$ cat src/hw/rtl/rgb2lab_pkg.sv
// Shared types and constants for the RGB to CIE L*a*b* pipeline.
// No dependencies; every rgb2lab module imports this package.
package rgb2lab_pkg;

    // Per-stage load enables, driven by the top-level flow control
    typedef struct packed {
        logic s1;
        logic s2;
        logic s3;
        logic s4;
        logic s5;
        logic s6;
    } stage_en_t;

    // Input pixel and normalized channel (Q24) widths
    localparam int PIX_W = 24;
    localparam int CH_W  = 8;
    localparam int T_W   = 24;

    // Linear segment only sees t24 at or below the knee, which fits in 18 bits
    localparam int LIN_T_W = 18;

    // Knee 0.008856 in Q24
    localparam logic [T_W-1:0] THR24 = 24'd148579;

    // Cube-root table: 2^SEG_BITS segments over [0,1]
    localparam int SEG_BITS = 10;
    localparam int LOW_BITS = T_W - SEG_BITS;

    // 7.787 in Q16 and 16/116 in Q40 for the linear f() segment
    localparam int          K_LIN_W   = 19;
    localparam logic [63:0] K_LIN_Q16 = 64'd510329;
    localparam logic [63:0] C_LIN_Q40 = 64'd151656776245;

    // 903.3 in Q16 for L* below the knee
    localparam int          K_L_W   = 26;
    localparam logic [63:0] K_L_Q16 = 64'd59198669;

    // Result field widths
    localparam int L_W = 15;
    localparam int A_W = 19;
    localparam int B_W = 18;

endpackage

$ cat src/hw/rtl/rgb2lab_matrix.sv
// Stage 1: RGB to normalized XYZ (Q24) with the D65 white folded into the matrix.
// Depends on rgb2lab_pkg.
module rgb2lab_matrix
    import rgb2lab_pkg::*;
(
    input  logic             aclk,
    input  stage_en_t        en,
    input  logic [PIX_W-1:0] pixel,
    output logic [T_W-1:0]   t_x,
    output logic [T_W-1:0]   t_y,
    output logic [T_W-1:0]   t_z
);

    localparam int COEF_W = 16;
    localparam int SUM_W  = T_W + 2;

    // round(m / (255 * white) * 2^24), rows X, Y, Z
    localparam logic [COEF_W-1:0] CX_R = 16'd28551;
    localparam logic [COEF_W-1:0] CX_G = 16'd24753;
    localparam logic [COEF_W-1:0] CX_B = 16'd12489;
    localparam logic [COEF_W-1:0] CY_R = 16'd13992;
    localparam logic [COEF_W-1:0] CY_G = 16'd47053;
    localparam logic [COEF_W-1:0] CY_B = 16'd4748;
    localparam logic [COEF_W-1:0] CZ_R = 16'd1168;
    localparam logic [COEF_W-1:0] CZ_G = 16'd7203;
    localparam logic [COEF_W-1:0] CZ_B = 16'd57422;

    logic [CH_W-1:0]  ch_r, ch_g, ch_b;
    logic [SUM_W-1:0] sum_x, sum_y, sum_z;
    logic [T_W-1:0]   tx_reg, ty_reg, tz_reg;

    assign ch_r = pixel[23:16];
    assign ch_g = pixel[15:8];
    assign ch_b = pixel[7:0];

    // Three dot products; each row sums to 65793, so 255 * row < 2^24
    always_comb begin
        sum_x = SUM_W'(CX_R) * SUM_W'(ch_r) + SUM_W'(CX_G) * SUM_W'(ch_g)
              + SUM_W'(CX_B) * SUM_W'(ch_b);
        sum_y = SUM_W'(CY_R) * SUM_W'(ch_r) + SUM_W'(CY_G) * SUM_W'(ch_g)
              + SUM_W'(CY_B) * SUM_W'(ch_b);
        sum_z = SUM_W'(CZ_R) * SUM_W'(ch_r) + SUM_W'(CZ_G) * SUM_W'(ch_g)
              + SUM_W'(CZ_B) * SUM_W'(ch_b);
    end

    always_ff @(posedge aclk) begin
        if (en.s1) begin
            tx_reg <= sum_x[T_W-1:0];
            ty_reg <= sum_y[T_W-1:0];
            tz_reg <= sum_z[T_W-1:0];
        end
    end

    assign t_x = tx_reg;
    assign t_y = ty_reg;
    assign t_z = tz_reg;

endmodule

$ cat config.mk
export PLATFORM = sky130hd
export DESIGN_NAME = rgb2lab_matrix
export DESIGN_NICKNAME = d
export VERILOG_FILES = /design/src/hw/rtl/rgb2lab_pkg.sv /design/src/hw/rtl/rgb2lab_matrix.sv
export SDC_FILE = /design/constraint.sdc
export NUM_CORES = 1
export LEC_CHECK = 0
export ABC_AREA = 1
export BUFFER_PORTS_ARGS = -buffer_cell sky130_fd_sc_hd__buf_2
export CORE_MARGIN = 5
export CORE_UTILIZATION = 23
export DETAILED_ROUTE_END_ITERATION = 7
export PLACE_DENSITY = 0.37
export SETUP_SLACK_MARGIN = 0.02
export SLEW_MARGIN = 20
export SYNTH_ARGS = -nofsm -noshare
export SYNTH_HDL_FRONTEND = slang
export SYNTH_SLANG_ARGS = --single-unit
$ cat constraint.sdc
create_clock -name aclk -period 7.9 [get_ports aclk]
set_input_delay 1.58 -clock aclk [delete_from_list [all_inputs] [get_ports aclk]]
set_output_delay 1.58 -clock aclk [all_outputs]
set_load 0.01 [all_outputs]
==> results.tsv <==
stage	metric	value	unit
drt	initial DRC count	554	
cells_and_area	area delta synth->final	27.9	%
clock_tree	CTS sink count	71	
floorplanning	Die H	301	um
cells_and_area	antenna cells	0	
floorplanning	Horiz. Die Dim	301	um
grt	initial antenna violation count	5	
synth	FFs w/ async S/R, synth	0	%
run	# Max-Cap Violations	0	
clock_tree	TritonCTS Buffers	9	
synth	register area share after synthesis	11.0	%
synth	Top FF cell, synth	edfxtp_1	
floorplanning	row cnt	106	
cells_and_area	most common cell after layout, fill and taps aside	inv_1	
floorplanning	core area	0.0838	mm^2
worst_setup_path	CP startpoint kind	input port	
cells_and_area	Fillers	9015	
timing	RSZ-0062 raised after global routing	yes	
clock_tree	clock tree buffer depth	2	
synth	Synth cell types	45	
synth	Ys Warns	0	
drt	final wirelength	63.0	mm
worst_setup_path	largest fanout on the critical path	4	
cells_and_area	utilization after layout	29.7	%
worst_setup_path	Top cell by count, worst path	fa_1	
floorplanning	Top-Level Pins	103	
clock_tree	H-tree depth	3	
clock_tree	CTS tree	built	
grt	total track usage	14.0	%
clock_tree	clk root buf	clkbuf_16	
drt	Post-route DRC	0	
synth	Mapped Area	0.0194	mm^2
grt	largest net degree at the start of global routing	50	
timing	worst-margin pin slew	0.783	ns
worst_setup_path	Crit Path Class	input port to flop	
placement	HPWL after DPL	55.8	mm
placement	GP Congestion	0.844	
synth	#FFs+latches synth	71	
outcome	outcome	complete, no violations	
min_path	Hold Path End	t_y[1]	
floorplanning	Die ar.	0.0905	mm^2
worst_setup_path	Arr. time, crit path	7.96	ns
min_path	Hold Path Stages	1	
min_path	worst hold path type	input port to flop	
timing	final hold vios	0	
placement	port bufs	97	
synth	Mapped Cells	2150	
worst_setup_path	Crit. End Element	flop	
timing	Final Critical Period	7.82	ns
timing	slew margin rel.	47.8	%
timing	Max Freq	0.128	GHz
grt	vias in the first global route	16600	
timing	setup TNS	0	ns
drt	TritonRoute pass-1 iters	5	
min_path	min-delay src	pixel[9]	
clock_tree	Worst-path clk slew	0.07	ns
synth	synthesized area per cell	9.05	um^2
timing	Slew Limit Fails	0	
grt	GR Overflow Total	0	
timing	final setup violation count	0	
drt	detailed-route via count	15100	
worst_setup_path	Critical Path RT	8.04	ns
floorplanning	initial cell density of the core	23.2	%
cells_and_area	layout cells sized above 1	24.3	%
synth	EDFF count, synth	71	
timing	final worst-path cycle share	99.0	%
worst_setup_path	Worst Setup SP	pixel[18]	
drt	WL/cell	17.3	um
drt	post-route antenna net violation count	0	
drt	Vias/cell	4.15	
cells_and_area	most frequent cells in the layout	inv_1, ha_1, fa_1	
worst_setup_path	max incr delay on CP	0.57	ns
worst_setup_path	Worst path slowest cell	fa_1	
cells_and_area	Post-layout nets	3240	
grt	first-pass GRT wire length	96.4	mm
synth	Post-Syn Nets	2882	
==> synth_stat cells (all sizes together) (8+ instances only) <==
cell	number	area share [%]
a21o	8	0.31
a21oi	110	2.9
edfxtp	71	11
fa	286	29
ha	415	27
inv	562	11
nand2	286	5.8
nand3	77	2.0
nand4	29	0.93
nor2	101	2.1
nor3	14	0.51
o21ai	48	1.4
o21bai	16	0.66
xnor2	31	1.4
xor2	58	2.7
==> state kept, by name (all words and copies together) (netlist names) <==
signal,count
t_x,24
t_y,24
t_z,23
==> cell type report <==
cell class                      count  area, um^2  area share (%)
Clock inverter                      6        67.6           0.272
Inverter                          562        2120            8.51
Tap cell                         1134        1420            5.70
Clock buffer                       10         229           0.921
Multi-Input combinational cell   1514       16400            65.8
Timing Repair Buffer              350        2530            10.2
Sequential cell                    71        2130            8.57
==> worst max-delay path by stage <==
| stage | to | slack (ns) | cells after the start |
|---|---|---|---|
| 2_1_floorplan | t_y[20] | -0.04 | 29 |
| 3_3_place_gp | t_y[20] | -0.87 | 28 |
| 3_5_place_dp | t_y[20] | -0.83 | 30 |
| 4_1_cts | t_y[21] | 0.02 | 29 |
| 5_1_grt | t_y[18] | -0.16 | 29 |
| 6_report | t_y[18] | 0.08 | 29 |
==> routing by layer <==
metal | share of wire (%) | vias to the layer above | track usage, %
met3 | 3.3 | 33 | 2.24
met5 | 0.036 | - | 0
met1 | 47 | 7440 | 19.0
met4 | 1.0 | 4 | 2.17
li1 | - | 7482 | -
met2 | 48 | 186 | 24.1
==> kinds of logic (layout without fill, tap and decap cells) <==
kind of cell	Yosys count	count (layout)	share of synthesized area (%)
flip-flops	71	71	11.0
AND/OR/NAND/NOR	523	523	11.9
AO/OA/AOI/OAI	201	201	6.01
adder cells (fa/ha/maj)	701	701	56.1
buffers and inverters	565	928	10.9
XOR/XNOR	89	89	4.05
==> metrics by stage <==
stage          instances  cell area, um^2  setup WS [ns]  hold WS (ns)
2_1_floorplan       2150            19500        -0.0358          1.68
3_3_place_gp        3605            23100         -0.870          1.99
3_5_place_dp        3605            23100         -0.827          1.99
4_1_cts             3627            23900         0.0201          1.57
5_1_grt             3647            24900         -0.163          1.59
6_report            3647            24900         0.0783          1.60
==> critical path, delay by kind of cell <==
kind	cells	cell delay (ns)
compound gates	2	0.33
xor+xnor	2	0.29
fa+ha+maj	11	4.72
buf+inv	7	0.52
simple gates	7	0.52
==> what timing repair did <==
| item | CTS | global route |
|---|---|---|
| pin swaps | 50 | 147 |
| setup endpoints to repair | 23 | 23 |
| buffers inserted | 6 | 21 |
| resized for setup | 89 | 186 |
| hold buffers | 0 | 0 |
Power is left out: the tool's default activity adds up to more than one toggle a clock period on the data nets, which glitch-free logic cannot reach.
