### config.mk
export PLATFORM = sky130hd
export DESIGN_NAME = rgb2lab_combine
export DESIGN_NICKNAME = d
export VERILOG_FILES = /design/src/hw/rtl/rgb2lab_pkg.sv /design/src/hw/rtl/rgb2lab_lin.sv /design/src/hw/rtl/rgb2lab_combine.sv
export SDC_FILE = /design/constraint.sdc
export NUM_CORES = 1
export LEC_CHECK = 0
export BUFFER_PORTS_ARGS = -buffer_cell sky130_fd_sc_hd__buf_2
export CAP_MARGIN = 5
export CORE_ASPECT_RATIO = 1.5
export CORE_MARGIN = 4
export CORE_UTILIZATION = 55
export DETAILED_ROUTE_END_ITERATION = 8
export PLACE_DENSITY = 0.79
export SLEW_MARGIN = 20
export SYNTH_ARGS = -nofsm -noshare
export SYNTH_HDL_FRONTEND = slang
export SYNTH_SLANG_ARGS = --single-unit
### constraint.sdc
create_clock -name aclk -period 13.65 [get_ports aclk]
set_input_delay 3.4125 -clock aclk [delete_from_list [all_inputs] [get_ports aclk]]
set_output_delay 3.4125 -clock aclk [all_outputs]
set_load 0.02 [all_outputs]
### src/hw/rtl/rgb2lab_pkg.sv
// Shared types and constants for the RGB to CIE L*a*b* pipeline.
// No dependencies; every rgb2lab module imports this package.
package rgb2lab_pkg;

    // Per-stage load enables, driven by the top-level flow control
    typedef struct packed {
        logic s1;
        logic s2;
        logic s3;
        logic s4;
        logic s5;
        logic s6;
    } stage_en_t;

    // Input pixel and normalized channel (Q24) widths
    localparam int PIX_W = 24;
    localparam int CH_W  = 8;
    localparam int T_W   = 24;

    // Linear segment only sees t24 at or below the knee, which fits in 18 bits
    localparam int LIN_T_W = 18;

    // Knee 0.008856 in Q24
    localparam logic [T_W-1:0] THR24 = 24'd148579;

    // Cube-root table: 2^SEG_BITS segments over [0,1]
    localparam int SEG_BITS = 10;
    localparam int LOW_BITS = T_W - SEG_BITS;

    // 7.787 in Q16 and 16/116 in Q40 for the linear f() segment
    localparam int          K_LIN_W   = 19;
    localparam logic [63:0] K_LIN_Q16 = 64'd510329;
    localparam logic [63:0] C_LIN_Q40 = 64'd151656776245;

    // 903.3 in Q16 for L* below the knee
    localparam int          K_L_W   = 26;
    localparam logic [63:0] K_L_Q16 = 64'd59198669;

    // Result field widths
    localparam int L_W = 15;
    localparam int A_W = 19;
    localparam int B_W = 18;

endpackage

### src/hw/rtl/rgb2lab_lin.sv
// Stages 2-3: round((t * K + C) / 2^(40 - FRAC_BITS)) for a small t.
// Depends on rgb2lab_pkg. Used for the linear f() segment and low-range L*.
module rgb2lab_lin
    import rgb2lab_pkg::*;
#(
    parameter int          FRAC_BITS = 8,
    parameter int          K_WIDTH   = 19,
    parameter logic [63:0] K_VALUE   = 64'd510329,
    parameter logic [63:0] C_VALUE   = 64'd0
) (
    input  logic                   aclk,
    input  stage_en_t              en,
    input  logic [LIN_T_W-1:0]     t_in,
    output logic [FRAC_BITS+3:0]   res
);

    localparam int          OW  = FRAC_BITS + 4;
    localparam int          PW  = LIN_T_W + K_WIDTH;
    localparam int          SW  = ((PW > 40) ? PW : 40) + 1;
    localparam int          SH  = 40 - FRAC_BITS;
    localparam logic [63:0] RND = 64'd1 << (SH - 1);

    logic [PW-1:0] prod_reg;
    logic [SW-1:0] sum;
    logic [OW-1:0] res_reg;

    // Stage 2: product
    always_ff @(posedge aclk) begin
        if (en.s2) begin
            prod_reg <= PW'(t_in) * PW'(K_VALUE[K_WIDTH-1:0]);
        end
    end

    // Stage 3: offset, round and scale
    assign sum = SW'(prod_reg) + SW'(C_VALUE) + SW'(RND);

    always_ff @(posedge aclk) begin
        if (en.s3) begin
            res_reg <= OW'(sum >> SH);
        end
    end

    assign res = res_reg;

endmodule

### src/hw/rtl/rgb2lab_combine.sv
// Stages 2-6: low-range L* path, then L*, a*, b* from f(X), f(Y), f(Z) and
// rescaling to Q8 in the output register. Depends on rgb2lab_pkg, rgb2lab_lin.
module rgb2lab_combine
    import rgb2lab_pkg::*;
#(
    parameter int FRAC_BITS = 8
) (
    input  logic                  aclk,
    input  stage_en_t             en,
    input  logic [T_W-1:0]        t_y,
    input  logic [FRAC_BITS:0]    f_x,
    input  logic [FRAC_BITS:0]    f_y,
    input  logic [FRAC_BITS:0]    f_z,
    input  logic                  y_upper,
    output logic [L_W-1:0]        lightness,
    output logic signed [A_W-1:0] a_star,
    output logic signed [B_W-1:0] b_star
);

    localparam int W      = FRAC_BITS + 12;
    localparam int QW     = 20;
    localparam int SHR_Q8 = (FRAC_BITS > 8) ? FRAC_BITS - 8 : 0;
    localparam int SHL_Q8 = (FRAC_BITS < 8) ? 8 - FRAC_BITS : 0;

    localparam logic signed [W-1:0] RND_Q8 =
        (FRAC_BITS > 8) ? W'(longint'(1) << (FRAC_BITS - 9)) : '0;
    localparam logic signed [W-1:0] K116   = W'(116);
    localparam logic signed [W-1:0] K500   = W'(500);
    localparam logic signed [W-1:0] K200   = W'(200);
    localparam logic signed [W-1:0] OFS16  = W'(longint'(16) << FRAC_BITS);
    localparam logic signed [W-1:0] OFS128 = W'(longint'(128) << FRAC_BITS);

    // Q(FRAC_BITS) to Q8, ties rounded toward +infinity
    function automatic logic signed [QW-1:0] to_q8(logic signed [W-1:0] v);
        logic signed [W-1:0] r;
        r = (v + RND_Q8) >>> SHR_Q8;
        return QW'(r) <<< SHL_Q8;
    endfunction

    logic [FRAC_BITS+3:0]  l_low;
    logic [FRAC_BITS+3:0]  l_low4_reg;

    logic signed [W-1:0]   fxw, fyw, fzw, llw;
    logic signed [W-1:0]   l_calc, a_calc, b_calc;
    logic signed [W-1:0]   l5_reg, a5_reg, b5_reg;

    logic [L_W-1:0]        l6_reg;
    logic signed [A_W-1:0] a6_reg;
    logic signed [B_W-1:0] b6_reg;

    // L* below the knee: 903.3 * Y
    rgb2lab_lin #(
        .FRAC_BITS (FRAC_BITS),
        .K_WIDTH   (K_L_W),
        .K_VALUE   (K_L_Q16),
        .C_VALUE   (64'd0)
    ) u_llow (
        .aclk (aclk),
        .en   (en),
        .t_in (t_y[LIN_T_W-1:0]),
        .res  (l_low)
    );

    // Stage 4: align with f() results
    always_ff @(posedge aclk) begin
        if (en.s4) begin
            l_low4_reg <= l_low;
        end
    end

    // Stage 5: L*, a* + 128, b* + 128 in Q(FRAC_BITS)
    always_comb begin
        fxw    = W'(f_x);
        fyw    = W'(f_y);
        fzw    = W'(f_z);
        llw    = W'(l_low4_reg);
        l_calc = y_upper ? (fyw * K116 - OFS16) : llw;
        a_calc = (fxw - fyw) * K500 + OFS128;
        b_calc = (fyw - fzw) * K200 + OFS128;
    end

    always_ff @(posedge aclk) begin
        if (en.s5) begin
            l5_reg <= l_calc;
            a5_reg <= a_calc;
            b5_reg <= b_calc;
        end
    end

    // Stage 6: rescale into the output register
    always_ff @(posedge aclk) begin
        if (en.s6) begin
            l6_reg <= L_W'(to_q8(l5_reg));
            a6_reg <= A_W'(to_q8(a5_reg));
            b6_reg <= B_W'(to_q8(b5_reg));
        end
    end

    assign lightness = l6_reg;
    assign a_star    = a6_reg;
    assign b_star    = b6_reg;

endmodule

==> results.toml <==
[run_status]
outcome = "completed"

[clocking]
clock_latency_ps = 420
h-tree-depth = 4
cts_made_buffers = 17
clk_pin_slew_ps = 60
post_cts_resized = 0
cts_setup_buffers = 0
clock-root-buffer = "clkbuf_16"
tritoncts = "yes"
cts.sinks = 131
clock_tree.buffer_depth = 2
ctsHoldBuffers = 0

[global_route]
grtUsageMet2_pct = 39.1
grt_remaining_overflow = 0
grt_pass1_wl_mm = 51.8
grt_pass1_vias = 10983
top_usage_layer = "met2"
antenna_found_initial = 0
grt_max_degree = 48
met1_usage_pct = 22.6
grt_use_met3_pct = 1.92
track_usage_pct = 20.8

[sta]
max_freq_mhz = 107
worst_pin_slew_ps = 664
drv_slew = 0
min_period_ps = 9350
finClkSkew_ps = 5.24
fin_ws_ps = 4300
slew_headroom_pct = 55.6
grt_setup_unrepaired = "false"
finalSetupViolations = 0
final_hold_viol_count = 0
period_share_pct = 68.5
setup_tns_ps = 0

[critical_path]
arrival_ps = 9530
start_kind = "input pin"
crit_buf_inv = 5
cp_slowest_cell = "fa_1"
cp_data_required_time_ps = 13830
max_stage_delay_ps = 550
critPathKind = "input pin to flip-flop"
critical_path.top_delay_family = "adder cells"
critPathMaxFanout = 6
end_kind = "flip-flop"

[synth]
synth_cell_types = 53
synthCells = 1425
synth_top_family_by_area = "adder cells"
synth_area_um2 = 15700
synth_top_area_share_pct = 26.1
yosysMostFrequentCell = "inv_1"
synth_flop_cell = "edfxtp_1"
synth_fa_ha_area_share_pct = 48.8
synthMuxAreaShare_pct = 0.709
ys_ff_latch = 131
synthTopCellsByArea = "fa_1 (26%), edfxtp_1 (25%), ha_1 (23%)"
yosys.area.top_type = "fa_1"
synth-seq-area-share_pct = 25.0
synth_compound_area_share_pct = 5.40
synth_area_per_cell_um2 = 11.0
synth-simple-area-share_pct = 4.49
synth_edf_count = 131
synth-xor-area-share_pct = 5.03
synthArstFlopShare_pct = 0
ys_warn_count = 0
yosys-top-cells-count = "inv_1 (427), ha_1 (283), fa_1 (205), edfxtp_1 (131), xnor2_1 (53)"

[die]
row_count = 75
die-area_um2 = 31400
start_util_pct = 56.0
pin_count = 111
die_y_um = 215
die_w_um = 146
core_um2 = 28100

[placed_design]
port_buffers = 98
hpwl_mm = 26.9
place_ws_ps = 3850
gp_congestion = 0.979

[routing]
post_drt_wl_per_cell_um = 16.3
drt_iter0_markers = 347
via_per_inst = 5.23
dr.pass1.iters = 4
wl_mm = 31.0
antenna_left = 0
drc = 0
via_count = 9928

[layout]
drive_above_1_share_pct = 9.98
final_util_pct = 61.4
num-nets-final = 2087
area_growth_pct = 9.72
diodes = 0

[flow_run]
maxCapViolCount = 0

[worst_hold_path]
hold_class = "flip-flop to flip-flop"
==> area by class of cell <==
type / count / area, µm²
multi-input cells: 863 / 10100
clock inverters: 13 / 159
well taps: 346 / 433
flip-flops and latches: 131 / 3930
inverters: 427 / 1600
clock buffers: 19 / 433
fillers: 2202 / 10800
repair buffers: 100 / 531
==> cells by family (layout without fill, tap and decap cells) <==
logic type	after synthesis	count (layout)
buf+inv	435	559
compound gates	130	130
mux	10	10
other cells	2	6
flops	131	131
xor+xnor	86	86
fa+ha+maj	490	490
simple gates	141	141
==> stage by stage <==
| stage | hold slack (ps) | area (µm²) | instances |
|---|---|---|---|
| 6_report | 415 | 17200 | 1899 |
| 5_1_grt | 424 | 17200 | 1899 |
| 4_1_cts | 417 | 17200 | 1897 |
| 3_5_place_dp | 405 | 16600 | 1865 |
| 3_3_place_gp | 401 | 16600 | 1865 |
| 2_1_floorplan | 400 | 15700 | 1429 |
==> cells in the final DEF, fill, tap and decap left out, types with 19 or more instances in the layout <==
cell type / count
xor2_1: 29
ha_1: 283
nor2_1: 25
inv_1: 427
a21oi_1: 46
edfxtp_1: 131
buf_2: 98
fa_1: 205
a21o_1: 19
nand2_1: 38
xnor2_1: 53
==> path summary, 6_finish.rpt <==
check,start,end,slack [ps],depth (start not counted)
worst max-delay path,f_y[0],a5_reg[18]$_DFFE_PP_,4300,26
worst max register to register,u_llow.prod_reg[33]$_DFFE_PP_,u_llow.res[10]$_DFFE_PP_,12220,5
worst min register to register,b5_reg[12]$_DFFE_PP_,b_star[12]$_DFFE_PP_,420,0
worst min-delay path,b5_reg[12]$_DFFE_PP_,b_star[12]$_DFFE_PP_,420,0
==> metal layers <==
metal  vias up  routed length (µm)
met4         0                1670
met5         -                   0
met1      4853               11500
met2       245               16700
li1       4752                   -
met3        78                1040
Power is not shown: default switching activity piles up to over one toggle a cycle in this logic, so the estimate is an artifact.
